## src/hw/rtl/ucs_pkg.sv

```systemverilog
// shared types, constants and decode helpers for the serial command responder
// no dependencies
`timescale 1ns / 1ps

package ucs_pkg;

  localparam int unsigned BitPeriodWidth = 16;
  localparam int unsigned TickWidth      = 17;
  localparam int unsigned ModeWidth      = 3;
  localparam int unsigned BitIdxWidth    = 4;
  localparam int unsigned ReplyIdxWidth  = 3;

  localparam logic [BitPeriodWidth-1:0] BitPeriodReset = 16'd833;
  localparam logic [ModeWidth-1:0]      ModeReset      = 3'd1;

  localparam logic [BitIdxWidth-1:0]   RxLastBit    = 4'd8;
  localparam logic [BitIdxWidth-1:0]   TxDataLast   = 4'd8;
  localparam logic [BitIdxWidth-1:0]   TxFrameLast  = 4'd11;
  localparam logic [ReplyIdxWidth-1:0] ReplyLastIdx = 3'd4;
  localparam logic [ReplyIdxWidth-1:0] ReplyFirst   = 3'd1;

  // command bytes
  localparam logic [7:0] CmdKeepU = 8'h54;
  localparam logic [7:0] CmdKeepL = 8'h74;
  localparam logic [7:0] CmdOff   = 8'h30;
  localparam logic [7:0] CmdDiv1  = 8'h31;
  localparam logic [7:0] CmdDiv2  = 8'h32;
  localparam logic [7:0] CmdDiv4  = 8'h34;
  localparam logic [7:0] CmdDiv8  = 8'h38;
  localparam logic [7:0] CmdHighU = 8'h48;
  localparam logic [7:0] CmdHighL = 8'h68;
  localparam logic [7:0] CmdLowU  = 8'h4C;
  localparam logic [7:0] CmdLowL  = 8'h6C;

  typedef enum logic [2:0] {
    PH_WAIT_IDLE = 3'd0,
    PH_HUNT      = 3'd1,
    PH_START     = 3'd2,
    PH_DATA      = 3'd3,
    PH_STOP      = 3'd4,
    PH_SEND      = 3'd5
  } ucs_phase_e;

  typedef enum logic [ModeWidth-1:0] {
    MODE_OFF  = 3'd0,
    MODE_HIGH = 3'd1,
    MODE_LOW  = 3'd2,
    MODE_DIV1 = 3'd3,
    MODE_DIV2 = 3'd4,
    MODE_DIV4 = 3'd5,
    MODE_DIV8 = 3'd6
  } ucs_mode_e;

  typedef struct packed {
    logic      is_cmd;
    logic      set_mode;
    ucs_mode_e mode;
  } ucs_cmd_t;

  function automatic ucs_cmd_t ucs_decode(input logic [7:0] c);
    ucs_cmd_t r;
    r.is_cmd   = 1'b1;
    r.set_mode = 1'b1;
    r.mode     = MODE_OFF;
    case (c)
      CmdKeepU, CmdKeepL: r.set_mode = 1'b0;
      CmdOff:             r.mode = MODE_OFF;
      CmdDiv1:            r.mode = MODE_DIV1;
      CmdDiv2:            r.mode = MODE_DIV2;
      CmdDiv4:            r.mode = MODE_DIV4;
      CmdDiv8:            r.mode = MODE_DIV8;
      CmdHighU, CmdHighL: r.mode = MODE_HIGH;
      CmdLowU, CmdLowL:   r.mode = MODE_LOW;
      default: begin
        r.is_cmd   = 1'b0;
        r.set_mode = 1'b0;
      end
    endcase
    return r;
  endfunction

  // reply text "OK" cr lf
  function automatic logic [7:0] ucs_reply_text(input logic [1:0] idx);
    logic [7:0] ch;
    case (idx)
      2'd0:    ch = 8'h4F;
      2'd1:    ch = 8'h4B;
      2'd2:    ch = 8'h0D;
      default: ch = 8'h0A;
    endcase
    return ch;
  endfunction

endpackage

```

## src/hw/rtl/uart_command_clock_selector.sv

```systemverilog
// top level of the serial command responder: sample queue feeding the engine
// depends on ucs_pkg, ucs_rx_queue, ucs_engine
// path: an accepted request is queued, then an engine step registers its result
// throughput: one request per cycle unless stalled, set by the single-step engine
// reset: asynchronous active low; bit period 833, mode reg drive high, queue empty
`timescale 1ns / 1ps

module uart_command_clock_selector (
  input  logic                                clk_i,
  input  logic                                rst_ni,
  input  logic                                bit_period_we_i,
  input  logic [ucs_pkg::BitPeriodWidth-1:0]  bit_period_i,
  input  logic                                in_valid_i,
  output logic                                in_ready_o,
  input  logic                                rx_line_i,
  output logic                                out_valid_o,
  input  logic                                out_ready_i,
  output logic                                tx_line_o,
  output logic [ucs_pkg::ModeWidth-1:0]       pin_mode_o,
  output logic                                reply_busy_o
);
  import ucs_pkg::*;

  logic q_valid;
  logic q_pop;
  logic q_rx;

  ucs_rx_queue u_rx_queue (
    .clk_i      (clk_i),
    .rst_ni     (rst_ni),
    .in_valid_i (in_valid_i),
    .in_ready_o (in_ready_o),
    .rx_line_i  (rx_line_i),
    .q_valid_o  (q_valid),
    .q_pop_i    (q_pop),
    .q_rx_o     (q_rx)
  );

  ucs_engine u_engine (
    .clk_i           (clk_i),
    .rst_ni          (rst_ni),
    .bit_period_we_i (bit_period_we_i),
    .bit_period_i    (bit_period_i),
    .q_valid_i       (q_valid),
    .q_pop_o         (q_pop),
    .q_rx_i          (q_rx),
    .out_valid_o     (out_valid_o),
    .out_ready_i     (out_ready_i),
    .tx_line_o       (tx_line_o),
    .pin_mode_o      (pin_mode_o),
    .reply_busy_o    (reply_busy_o)
  );

endmodule

```

## src/hw/rtl/ucs_rx_queue.sv

```systemverilog
// front end: takes receive line samples and holds them in a two-entry queue
// no package dependencies
`timescale 1ns / 1ps

module ucs_rx_queue (
  input  logic clk_i,
  input  logic rst_ni,
  input  logic in_valid_i,
  output logic in_ready_o,
  input  logic rx_line_i,
  output logic q_valid_o,
  input  logic q_pop_i,
  output logic q_rx_o
);

  logic [1:0] mem_q;
  logic       wr_ptr_q, wr_ptr_d;
  logic       rd_ptr_q, rd_ptr_d;
  logic [1:0] count_q, count_d;
  logic       push, pop;

  assign in_ready_o = (count_q != 2'd2);
  assign q_valid_o  = (count_q != 2'd0);
  assign q_rx_o     = mem_q[rd_ptr_q];

  assign push = in_valid_i & in_ready_o;
  assign pop  = q_pop_i & q_valid_o;

  always_comb begin
    wr_ptr_d = push ? ~wr_ptr_q : wr_ptr_q;
    rd_ptr_d = pop ? ~rd_ptr_q : rd_ptr_q;
    count_d  = count_q;
    if (push && !pop) begin
      count_d = count_q + 2'd1;
    end else if (pop && !push) begin
      count_d = count_q - 2'd1;
    end
  end

  always_ff @(posedge clk_i or negedge rst_ni) begin
    if (!rst_ni) begin
      wr_ptr_q <= 1'b0;
      rd_ptr_q <= 1'b0;
      count_q  <= 2'd0;
    end else begin
      wr_ptr_q <= wr_ptr_d;
      rd_ptr_q <= rd_ptr_d;
      count_q  <= count_d;
    end
  end

  always_ff @(posedge clk_i) begin
    if (push) begin
      mem_q[wr_ptr_q] <= rx_line_i;
    end
  end

endmodule

```

## src/hw/rtl/ucs_engine.sv

```systemverilog
// back end: receive and reply state machine, one queued sample per step,
// with the result register; depends on ucs_pkg
`timescale 1ns / 1ps

module ucs_engine (
  input  logic                                clk_i,
  input  logic                                rst_ni,
  input  logic                                bit_period_we_i,
  input  logic [ucs_pkg::BitPeriodWidth-1:0]  bit_period_i,
  input  logic                                q_valid_i,
  output logic                                q_pop_o,
  input  logic                                q_rx_i,
  output logic                                out_valid_o,
  input  logic                                out_ready_i,
  output logic                                tx_line_o,
  output logic [ucs_pkg::ModeWidth-1:0]       pin_mode_o,
  output logic                                reply_busy_o
);
  import ucs_pkg::*;

  logic [BitPeriodWidth-1:0] bit_period_q;
  ucs_phase_e                phase_q, phase_d;
  logic [TickWidth-1:0]      tick_q, tick_d;
  logic [BitIdxWidth-1:0]    bit_idx_q, bit_idx_d;
  logic [7:0]                rx_shift_q, rx_shift_d;
  logic [7:0]                tx_shift_q, tx_shift_d;
  logic [ReplyIdxWidth-1:0]  reply_q, reply_d;
  logic [ModeWidth-1:0]      mode_q, mode_d;
  logic                      out_valid_q;
  logic                      tx_q, tx_d;
  logic [ModeWidth-1:0]      pin_mode_q;
  logic                      busy_q;

  logic                      step;
  logic [TickWidth-1:0]      tick_inc, bp_full, bp_half;
  logic [BitIdxWidth-1:0]    bit_inc;
  logic [BitIdxWidth-1:0]    tx_sel;
  ucs_cmd_t                  cmd;

  assign step     = q_valid_i & (~out_valid_q | out_ready_i);
  assign q_pop_o  = step;
  assign tick_inc = tick_q + TickWidth'(1);
  assign bp_full  = TickWidth'(bit_period_q);
  assign bp_half  = TickWidth'(bit_period_q[BitPeriodWidth-1:1]);
  assign bit_inc  = bit_idx_q + BitIdxWidth'(1);
  assign cmd      = ucs_decode(rx_shift_q);
  assign tx_sel   = bit_idx_d - BitIdxWidth'(1);

  always_comb begin
    phase_d    = phase_q;
    tick_d     = tick_q;
    bit_idx_d  = bit_idx_q;
    rx_shift_d = rx_shift_q;
    tx_shift_d = tx_shift_q;
    reply_d    = reply_q;
    mode_d     = mode_q;
    case (phase_q)
      PH_HUNT: begin
        if (!q_rx_i) begin
          phase_d = PH_START;
          tick_d  = '0;
        end
      end
      PH_START: begin
        tick_d = tick_inc;
        if (tick_inc >= bp_half) begin
          if (q_rx_i) begin
            phase_d = PH_WAIT_IDLE;
          end else begin
            phase_d   = PH_DATA;
            tick_d    = '0;
            bit_idx_d = '0;
          end
        end
      end
      PH_DATA: begin
        tick_d = tick_inc;
        if (tick_inc >= bp_full) begin
          tick_d     = '0;
          rx_shift_d = {q_rx_i, rx_shift_q[7:1]};
          bit_idx_d  = bit_inc;
          if (bit_inc >= RxLastBit) begin
            phase_d = PH_STOP;
          end
        end
      end
      PH_STOP: begin
        tick_d = tick_inc;
        if (tick_inc >= bp_full) begin
          tick_d = '0;
          if (!q_rx_i) begin
            phase_d = PH_WAIT_IDLE;
          end else if (!cmd.is_cmd) begin
            phase_d = PH_HUNT;
          end else begin
            if (cmd.set_mode) begin
              mode_d = cmd.mode;
            end
            phase_d    = PH_SEND;
            reply_d    = ReplyFirst;
            tx_shift_d = ucs_reply_text(2'd0);
            bit_idx_d  = '0;
          end
        end
      end
      PH_SEND: begin
        tick_d = tick_inc;
        if (tick_inc >= bp_full) begin
          tick_d    = '0;
          bit_idx_d = bit_inc;
          if (bit_inc >= TxFrameLast) begin
            bit_idx_d = '0;
            if (reply_q >= ReplyLastIdx || reply_q == '0) begin
              reply_d = '0;
              phase_d = PH_WAIT_IDLE;
            end else begin
              reply_d    = reply_q + ReplyIdxWidth'(1);
              tx_shift_d = ucs_reply_text(reply_q[1:0]);
            end
          end
        end
      end
      default: begin
        phase_d = q_rx_i ? PH_HUNT : PH_WAIT_IDLE;
      end
    endcase
  end

  always_comb begin
    tx_d = 1'b1;
    if (phase_d == PH_SEND) begin
      if (bit_idx_d == '0) begin
        tx_d = 1'b0;
      end else if (bit_idx_d <= TxDataLast) begin
        tx_d = tx_shift_d[tx_sel[2:0]];
      end
    end
  end

  always_ff @(posedge clk_i or negedge rst_ni) begin
    if (!rst_ni) begin
      bit_period_q <= BitPeriodReset;
    end else if (bit_period_we_i) begin
      bit_period_q <= bit_period_i;
    end
  end

  always_ff @(posedge clk_i or negedge rst_ni) begin
    if (!rst_ni) begin
      phase_q    <= PH_WAIT_IDLE;
      tick_q     <= '0;
      bit_idx_q  <= '0;
      rx_shift_q <= '0;
      tx_shift_q <= '0;
      reply_q    <= '0;
      mode_q     <= ModeReset;
    end else if (step) begin
      phase_q    <= phase_d;
      tick_q     <= tick_d;
      bit_idx_q  <= bit_idx_d;
      rx_shift_q <= rx_shift_d;
      tx_shift_q <= tx_shift_d;
      reply_q    <= reply_d;
      mode_q     <= mode_d;
    end
  end

  // result register
  always_ff @(posedge clk_i or negedge rst_ni) begin
    if (!rst_ni) begin
      out_valid_q <= 1'b0;
    end else if (step) begin
      out_valid_q <= 1'b1;
    end else if (out_ready_i) begin
      out_valid_q <= 1'b0;
    end
  end

  always_ff @(posedge clk_i) begin
    if (step) begin
      tx_q       <= tx_d;
      pin_mode_q <= mode_d;
      busy_q     <= (phase_d == PH_SEND);
    end
  end

  assign out_valid_o  = out_valid_q;
  assign tx_line_o    = tx_q;
  assign pin_mode_o   = pin_mode_q;
  assign reply_busy_o = busy_q;

endmodule
```

## config.mk

```make
export PLATFORM = sky130hd
export DESIGN_NAME = uart_command_clock_selector
export DESIGN_NICKNAME = d
export VERILOG_FILES = /design/src/hw/rtl/ucs_pkg.sv /design/src/hw/rtl/uart_command_clock_selector.sv /design/src/hw/rtl/ucs_rx_queue.sv /design/src/hw/rtl/ucs_engine.sv
export SDC_FILE = /design/constraint.sdc
export NUM_CORES = 1
export LEC_CHECK = 0
export BUFFER_PORTS_ARGS = -buffer_cell sky130_fd_sc_hd__buf_4
export CAP_MARGIN = 20
export CORE_AREA = 10 10 108 110
export DETAILED_ROUTE_END_ITERATION = 16
export DIE_AREA = 0 0 118 120
export GPL_TIMING_DRIVEN = 0
export PLACE_DENSITY = 0.76
export SETUP_SLACK_MARGIN = 0.05
export SYNTH_ARGS = -nofsm -noshare
export SYNTH_HDL_FRONTEND = slang
export SYNTH_SLANG_ARGS = --single-unit
```

## constraint.sdc

```tcl
create_clock -name clk_i -period 12.25 [get_ports clk_i]
set_input_delay 0.6125 -clock clk_i [delete_from_list [all_inputs] [get_ports clk_i]]
set_output_delay 0.6125 -clock clk_i [all_outputs]
set_load 0.05 [all_outputs]
```

==> impl_metrics.yaml, run 1 <==
outcome:
  outcome: "completed"
clocking:
  cts_tree: "built"
  worstSkewPairLatency_ps: 370
  ctsRootBufferMaster: "clkbuf_8"
  post-cts-setup-buffer-count: 0
  cts_resized: 0
  cts_buffers: 9
  cts_sinks: 74
  clk_pin_slew_ps: 90
  h-tree-depth: 3
  clockBufferDepth: 2
  holdBufCountCts: 0
placement:
  gp_congestion: 0.901
  pre_cts_ws_ps: 7190
  portBuffers: 28
  place_area_um2: 5070
  dp_hpwl_um: 7520
critical_path:
  r2r-start: "u_engine.tick_q[0]"
  cp_max_fo: 10
  worstPathCellList: "nand3_1 -> nor2_1 -> and3_1 -> clkbuf_1 -> nand2_1 -> nor2_1 -> nand3_1 -> xnor2_1 -> ha_1 -> nand3_1 -> nor3_1 -> a221oi_1 -> o311ai_2 -> nor2_1 -> a32oi_1 -> nor2_1 -> clkbuf_1 -> nand2_1 -> o21ai_0"
  rr_worst_depth: 19
  cpMostUsedCell: "nor2_1"
  cpPeakStageDelay_ps: 470
  endpoint_kind: "register"
  r2r_slack_ps: 7130
  critPathKind: "register to register"
  cp.required_ps: 12520
  path_buf_inv: 2
  critPathSlowestCell: "dfrtp_1"
  arrival_ps: 5390
  path_delay_family: "simple AND/OR/NAND/NOR gates"
  critPathLaunchType: "register"
  r2r_end: "u_engine.tick_q[5]"
job:
  drv_cap: 0
floorplan:
  fp.coreArea_um2: 9550
  die_h_um: 120
  num_io_pins: 29
  die_area_um2: 14200
  rows: 36
  die_w_um: 118
  start_util_pct: 49.2
logic_synthesis:
  ys_ff_latch: 74
  synth_xor_area_share_pct: 4.87
  synthSimpleGateAreaFrac_pct: 18.6
  synth_area_um2: 4700
  syn-num-nets: 584
  synth_compound_area_share_pct: 19.2
  ys_async_sr_fraction_pct: 90.5
  synth-main-ff-cell: "dfrtp_1"
  synthAdderAreaFrac_pct: 10.4
  synthMuxAreaShare_pct: 2.56
  synth_top_family_by_area: "compound AO/OA/AOI/OAI gates"
  synth-edff-count: 7
  ys_types: 64
  yosysWarnings: 0
  syn_avg_cell_area_um2: 8.98
  synth_cells: 523
  ys_seq_area_share_pct: 40.3
final_layout:
  fillers: 854
  nets: 623
  final_cell_mix: "nand2_1, dfrtp_1, nor2_1"
  antennaDiodeCount: 0
  multi_input_area_um2: 2610
  area_delta_synth_final_pct: 12.1
  drive_above_1_share_pct: 12.2
  final_area_um2: 5260
  regArea_um2: 1890
  layout_commonest_cell: "nand2_1"
sta:
  fin_hold_ws_ps: 338
  fmax_mhz: 195
  slew_violations: 0
  rsz0062_at_grt: "false"
  slew_headroom_pct: 43.8
  finalHoldViolCount: 0
  post-route-min-period_ps: 5120
  worstMarginPinSlew_ps: 842
  fin_ws_ps: 7130
  finalSetupViolCount: 0
  timing.final.crit_share_pct: 41.8
  finalSetupTns_ps: 0
  skew_ps: 15.3
detailed_routing:
  drt-initial-drc-count: 209
  dr.pass1.iters: 4
  drc: 0
  viasPerCell: 5.54
  num_vias: 3878
  ant_nets: 0
  wl_per_cell_um: 14.5
  drt-total-wl_um: 10100
grt:
  grt_first_pass_wirelength_um: 17400
  grt_usage_pct: 14.7
  grt_pass1_vias: 3763
  grt_max_degree: 68
  overflow: 0
  antenna_found_initial: 0
power_and_ir_drop:
  leakagePower_nw: 2.42
  powerDensity_nw_per_um2: 156
  ir_worst_vdd_mv: 0.0622
min_path:
  hold_class: "primary input to async pin"
[synthesized netlist by cell type (all sizes together), types with 8 or more instances]
library cell | n | share of area (%)
xor2 | 10 | 1.9
clkbuf | 20 | 1.6
nor2 | 50 | 4.0
xnor2 | 14 | 3.0
nand3 | 14 | 1.5
dfrtp | 62 | 33
nor3 | 8 | 0.96
mux2 | 8 | 1.9
nand2 | 74 | 5.9
o21ai | 49 | 5.3
inv | 29 | 2.3
ha | 39 | 10
a22o | 8 | 1.5
a21oi | 26 | 3.0
[kinds of logic (layout without fill, tap and decap cells)]
| group | after synthesis | after routing |
|---|---|---|
| buffers and inverters | 50 | 94 |
| XOR/XNOR | 24 | 24 |
| flip-flops | 74 | 74 |
| AND/OR/NAND/NOR | 189 | 189 |
| adder cells (fa/ha/maj) | 39 | 39 |
| AO/OA/AOI/OAI | 136 | 136 |
| multiplexers | 11 | 11 |
[sequential cells by signal, indices dropped and copies added, names as in the netlist]
name	flops
u_engine.tick_q	17
u_engine.bit_period_q	16
u_engine.rx_shift_q	8
u_engine.tx_shift_q	8
u_engine.bit_idx_q	4
u_engine.mode_q	3
u_engine.phase_q	3
u_engine.pin_mode_o	3
u_engine.reply_q	3
u_rx_queue.count_q	2
u_rx_queue.mem_q	2
u_engine.out_valid_o	1
u_engine.reply_busy_o	1
u_engine.tx_line_o	1
u_rx_queue.rd_ptr_q	1
u_rx_queue.wr_ptr_q	1
[layout make-up]
type | instances | share of cell area (%)
Sequential cell | 74 | 36.0
Clock inverter | 4 | 0.452
Tap cell | 133 | 3.16
Buffer | 21 | 1.57
Multi-Input combinational cell | 399 | 49.6
Clock buffer | 12 | 3.16
Inverter | 29 | 2.07
Timing Repair Buffer | 28 | 3.99
[how the worst max path moves through the flow]
stage,depth (start not counted),to,start
after global routing,19,u_engine.tick_q[5],u_engine.tick_q[0]
after global placement,18,u_engine.tx_line_o,u_engine.tick_q[0]
after floorplan,19,u_engine.tx_line_o,u_engine.tick_q[0]
final,19,u_engine.tick_q[5],u_engine.tick_q[0]
after detailed placement,18,u_engine.tx_line_o,u_engine.tick_q[0]
after CTS,18,u_engine.tx_line_o,u_engine.tick_q[0]
[worst register-to-register path: cells and delay by family (launching register included)]
| kind | cells | cell delay (ps) |
|---|---|---|
| and+or+nand+nor | 11 | 2400 |
| AOI/OAI and AO/OA | 4 | 930 |
| buffers and inverters | 2 | 640 |
| DFF | 1 | 470 |
| adders and majority gates | 1 | 290 |
| xor gates and xnor gates | 1 | 280 |
[metal layers]
layer	track usage [%]	part of all wire (%)	up-vias
met1	17.9	45	1836
met4	5.10	1.5	0
li1	-	-	1936
met2	24.8	48	90
met3	3.61	5.3	16
met5	0	0	-
[power by group]
group          internal [mW]  switching, mW  total (mW)
logic                  0.112          0.212       0.324
registers              0.285         0.0244       0.309
clock network         0.0909         0.0951       0.186
[per-stage QoR]
| stage | utilization, % | instances | total power [mW] |
|---|---|---|---|
| 2_1_floorplan | - | 523 | 0.546 |
| 3_3_place_gp | 53.1 | 684 | 0.626 |
| 3_5_place_dp | 53.1 | 684 | 0.636 |
| 4_1_cts | 55.1 | 700 | 0.822 |
| 5_1_grt | 55.1 | 700 | 0.871 |
| 6_report | 55.1 | 700 | 0.819 |
Note: power is estimated with default switching activity, not from simulation.
==> run 2: changes to the inputs <==
Settings changed: PLACE_DENSITY 0.76 to 0.79.
Clock period 12.25 ns to 4.63 ns, I/O delays scaled along.
==> run 2 against run 1 <==
Net effect: the run now ends with negative hold slack left; clock power grew to 2.7 times the previous value; critical path type unchanged; combinational power rose to 2.9 times the previous value; first-iteration DRC count up 35%; via count increased by 5.1%; flip-flop and latch count stayed put; largest cell class unchanged; total power grew to 2.8 times the previous value; clock skew decreased by 7.1 ps; utilization increased by 3.6 points; critical path depth grew 1; highest routed layer unchanged; critical endpoint is now u_engine.tx_line_o; global-route usage increased by 0.95 points; setup slack worse by 6900 ps.
==> impl_metrics.yaml, run 2 (same netlist as run 1, synthesis figures left out) <==
outcome:
  outcome: "finished with violations"
  violations: "negative hold slack"
final_layout:
  fin_util_pct: 58.8
  drive_above_1_share_pct: 20.2
  largestRegisters: "u_engine.tick_q: 17 flops, u_engine.bit_period_q: 16 flops"
  area_delta_synth_final_pct: 19.5
  nets: 635
  layout_commonest_cell: "nand2_1"
  regMostFlops: "u_engine.tick_q"
  antennaDiodeCount: 0
  final_area_um2: 5610
  final_cell_mix: "nand2_1, dfrtp_1, o21ai_0"
  largest_register_ffs: 17
  fin_cells: 712
placement:
  gp_congestion: 0.923
  dp_hpwl_um: 7630
  placed_cells: 684
  pre_cts_ws_ps: -442
  place_area_um2: 5070
  portBuffers: 28
clocking:
  cts_tree: "built"
  h-tree-depth: 3
  clk_pin_slew_ps: 80
  worstSkewPairLatency_ps: 350
  clockBufferDepth: 2
  cts_sinks: 74
  holdBufCountCts: 0
  cts_buffers: 9
  ctsRootBufferMaster: "clkbuf_8"
grt:
  overflow: 0
  antenna_found_initial: 0
  grt_pass1_vias: 4028
  grt_max_degree: 68
  grt_first_pass_wirelength_um: 18800
  grt_usage_pct: 15.6
detailed_routing:
  dr.pass1.iters: 5
  drt-total-wl_um: 11500
  viasPerCell: 5.72
  ant_nets: 0
  drc: 0
  drt-initial-drc-count: 283
  wl_per_cell_um: 16.1
  num_vias: 4074
sta:
  fin_ws_ps: 197
  slew_headroom_pct: 42.6
  finalSetupViolCount: 0
  worstMarginPinSlew_ps: 860
  skew_ps: 8.21
  slew_violations: 0
  finalHoldViolCount: 21
  rsz0062_at_grt: "false"
  post-route-min-period_ps: 4430
  fmax_mhz: 226
  timing.final.crit_share_pct: 95.7
  fin_hold_ws_ps: -12.8
critical_path:
  critPathLaunchType: "register"
  cp.required_ps: 4730
  worstPathCellList: "nand3_4 -> nor2_4 -> and3_2 -> nand2_1 -> nor2_4 -> nand3_1 -> xnor2_2 -> ha_1 -> nand3_4 -> nor3_2 -> a221oi_2 -> buf_4 -> o311ai_4 -> buf_4 -> o211ai_1 -> nand3_1 -> a31oi_4 -> mux2_2 -> nand2_1 -> a22oi_1"
  cp_max_fo: 7
  path_delay_family: "simple AND/OR/NAND/NOR gates"
  path_buf_inv: 2
  endpoint_kind: "register"
  arrival_ps: 4530
  critPathSlowestCell: "dfrtp_2"
  cpPeakStageDelay_ps: 450
  critPathKind: "register to register"
min_path:
  hold_class: "primary input to async pin"
power_and_ir_drop:
  leakagePower_nw: 2.55
  ir_worst_vdd_mv: 0.181
  finalPower_mw: 2.27
  powerDensity_nw_per_um2: 404
floorplan:
  start_util_pct: 49.2
  fp.coreArea_um2: 9550
  die_area_um2: 14200
  die_h_um: 120
  rows: 36
  num_io_pins: 29
  die_w_um: 118
job:
  drv_cap: 0
==> run 2: cell types whose count changed in the layout (fill, tap and decap cells not counted), sizes merged <==
cell	previous run	this run
buf	29	41
clkbuf	32	28
clkinv	2	5
bufinv	0	1
inv	30	29
o311ai	2	3
==> run 2: layout make-up <==
type	count	area [µm²]
plain buffers	20	81.3
clock buffers	9	124
clock inverters	7	70.1
fillers	825	3940
inverters	29	109
multi-input cells	400	2860
flip-flops and latches	74	1900
well taps	133	166
repair buffers	40	300
==> run 2: per-stage QoR <==
stage,setup TNS [ps],hold WS (ps)
finish,0,-12.8
global route,0,39.4
CTS,0,11.4
detailed placement,-5060,404
global placement,-3340,380
floorplan,0,-64.1
==> run 2: power by group <==
part           internal (mW)  leakage (nW)  switching, mW
sequential             0.756         0.924         0.0702
clock                  0.248        0.0990          0.251
combinational          0.329          1.52          0.614
total                   1.33          2.55          0.936
==> run 2: per-layer routing <==
| layer | share of wire [%] | global-route usage (%) | routed length, µm | vias up |
|---|---|---|---|---|
| li1 | - | - | - | 1960 |
| met1 | 42 | 18.1 | 4810 | 1965 |
| met2 | 50 | 27.5 | 5730 | 120 |
| met3 | 5.3 | 3.75 | 608 | 29 |
| met4 | 2.7 | 5.80 | 308 | 0 |
| met5 | 0 | 0 | 0 | - |
==> run 2: repair_timing <==
action	CTS	global route
setup endpoints to repair	23	21
pin swaps	3	8
buffers inserted	2	10
gates cloned	1	0
gates resized for setup	24	26
==> run 2: final timing paths <==
check / depth (start not counted) / from / to / slack, ps
setup / recovery: 20 / u_engine.tick_q[0] / u_engine.tx_line_o / 200
hold / removal: 1 / rst_ni / u_engine.tx_shift_q[4] / -10
setup reg to reg: 20 / u_engine.tick_q[0] / u_engine.tx_line_o / 200
hold reg to reg: 2 / u_engine.mode_q[0] / u_engine.mode_q[0] / 480
max in group asynchronous: 1 / rst_ni / u_engine.tick_q[1] / 4040
min in group clk_i: 1 / rx_line_i / u_rx_queue.mem_q[0] / 60
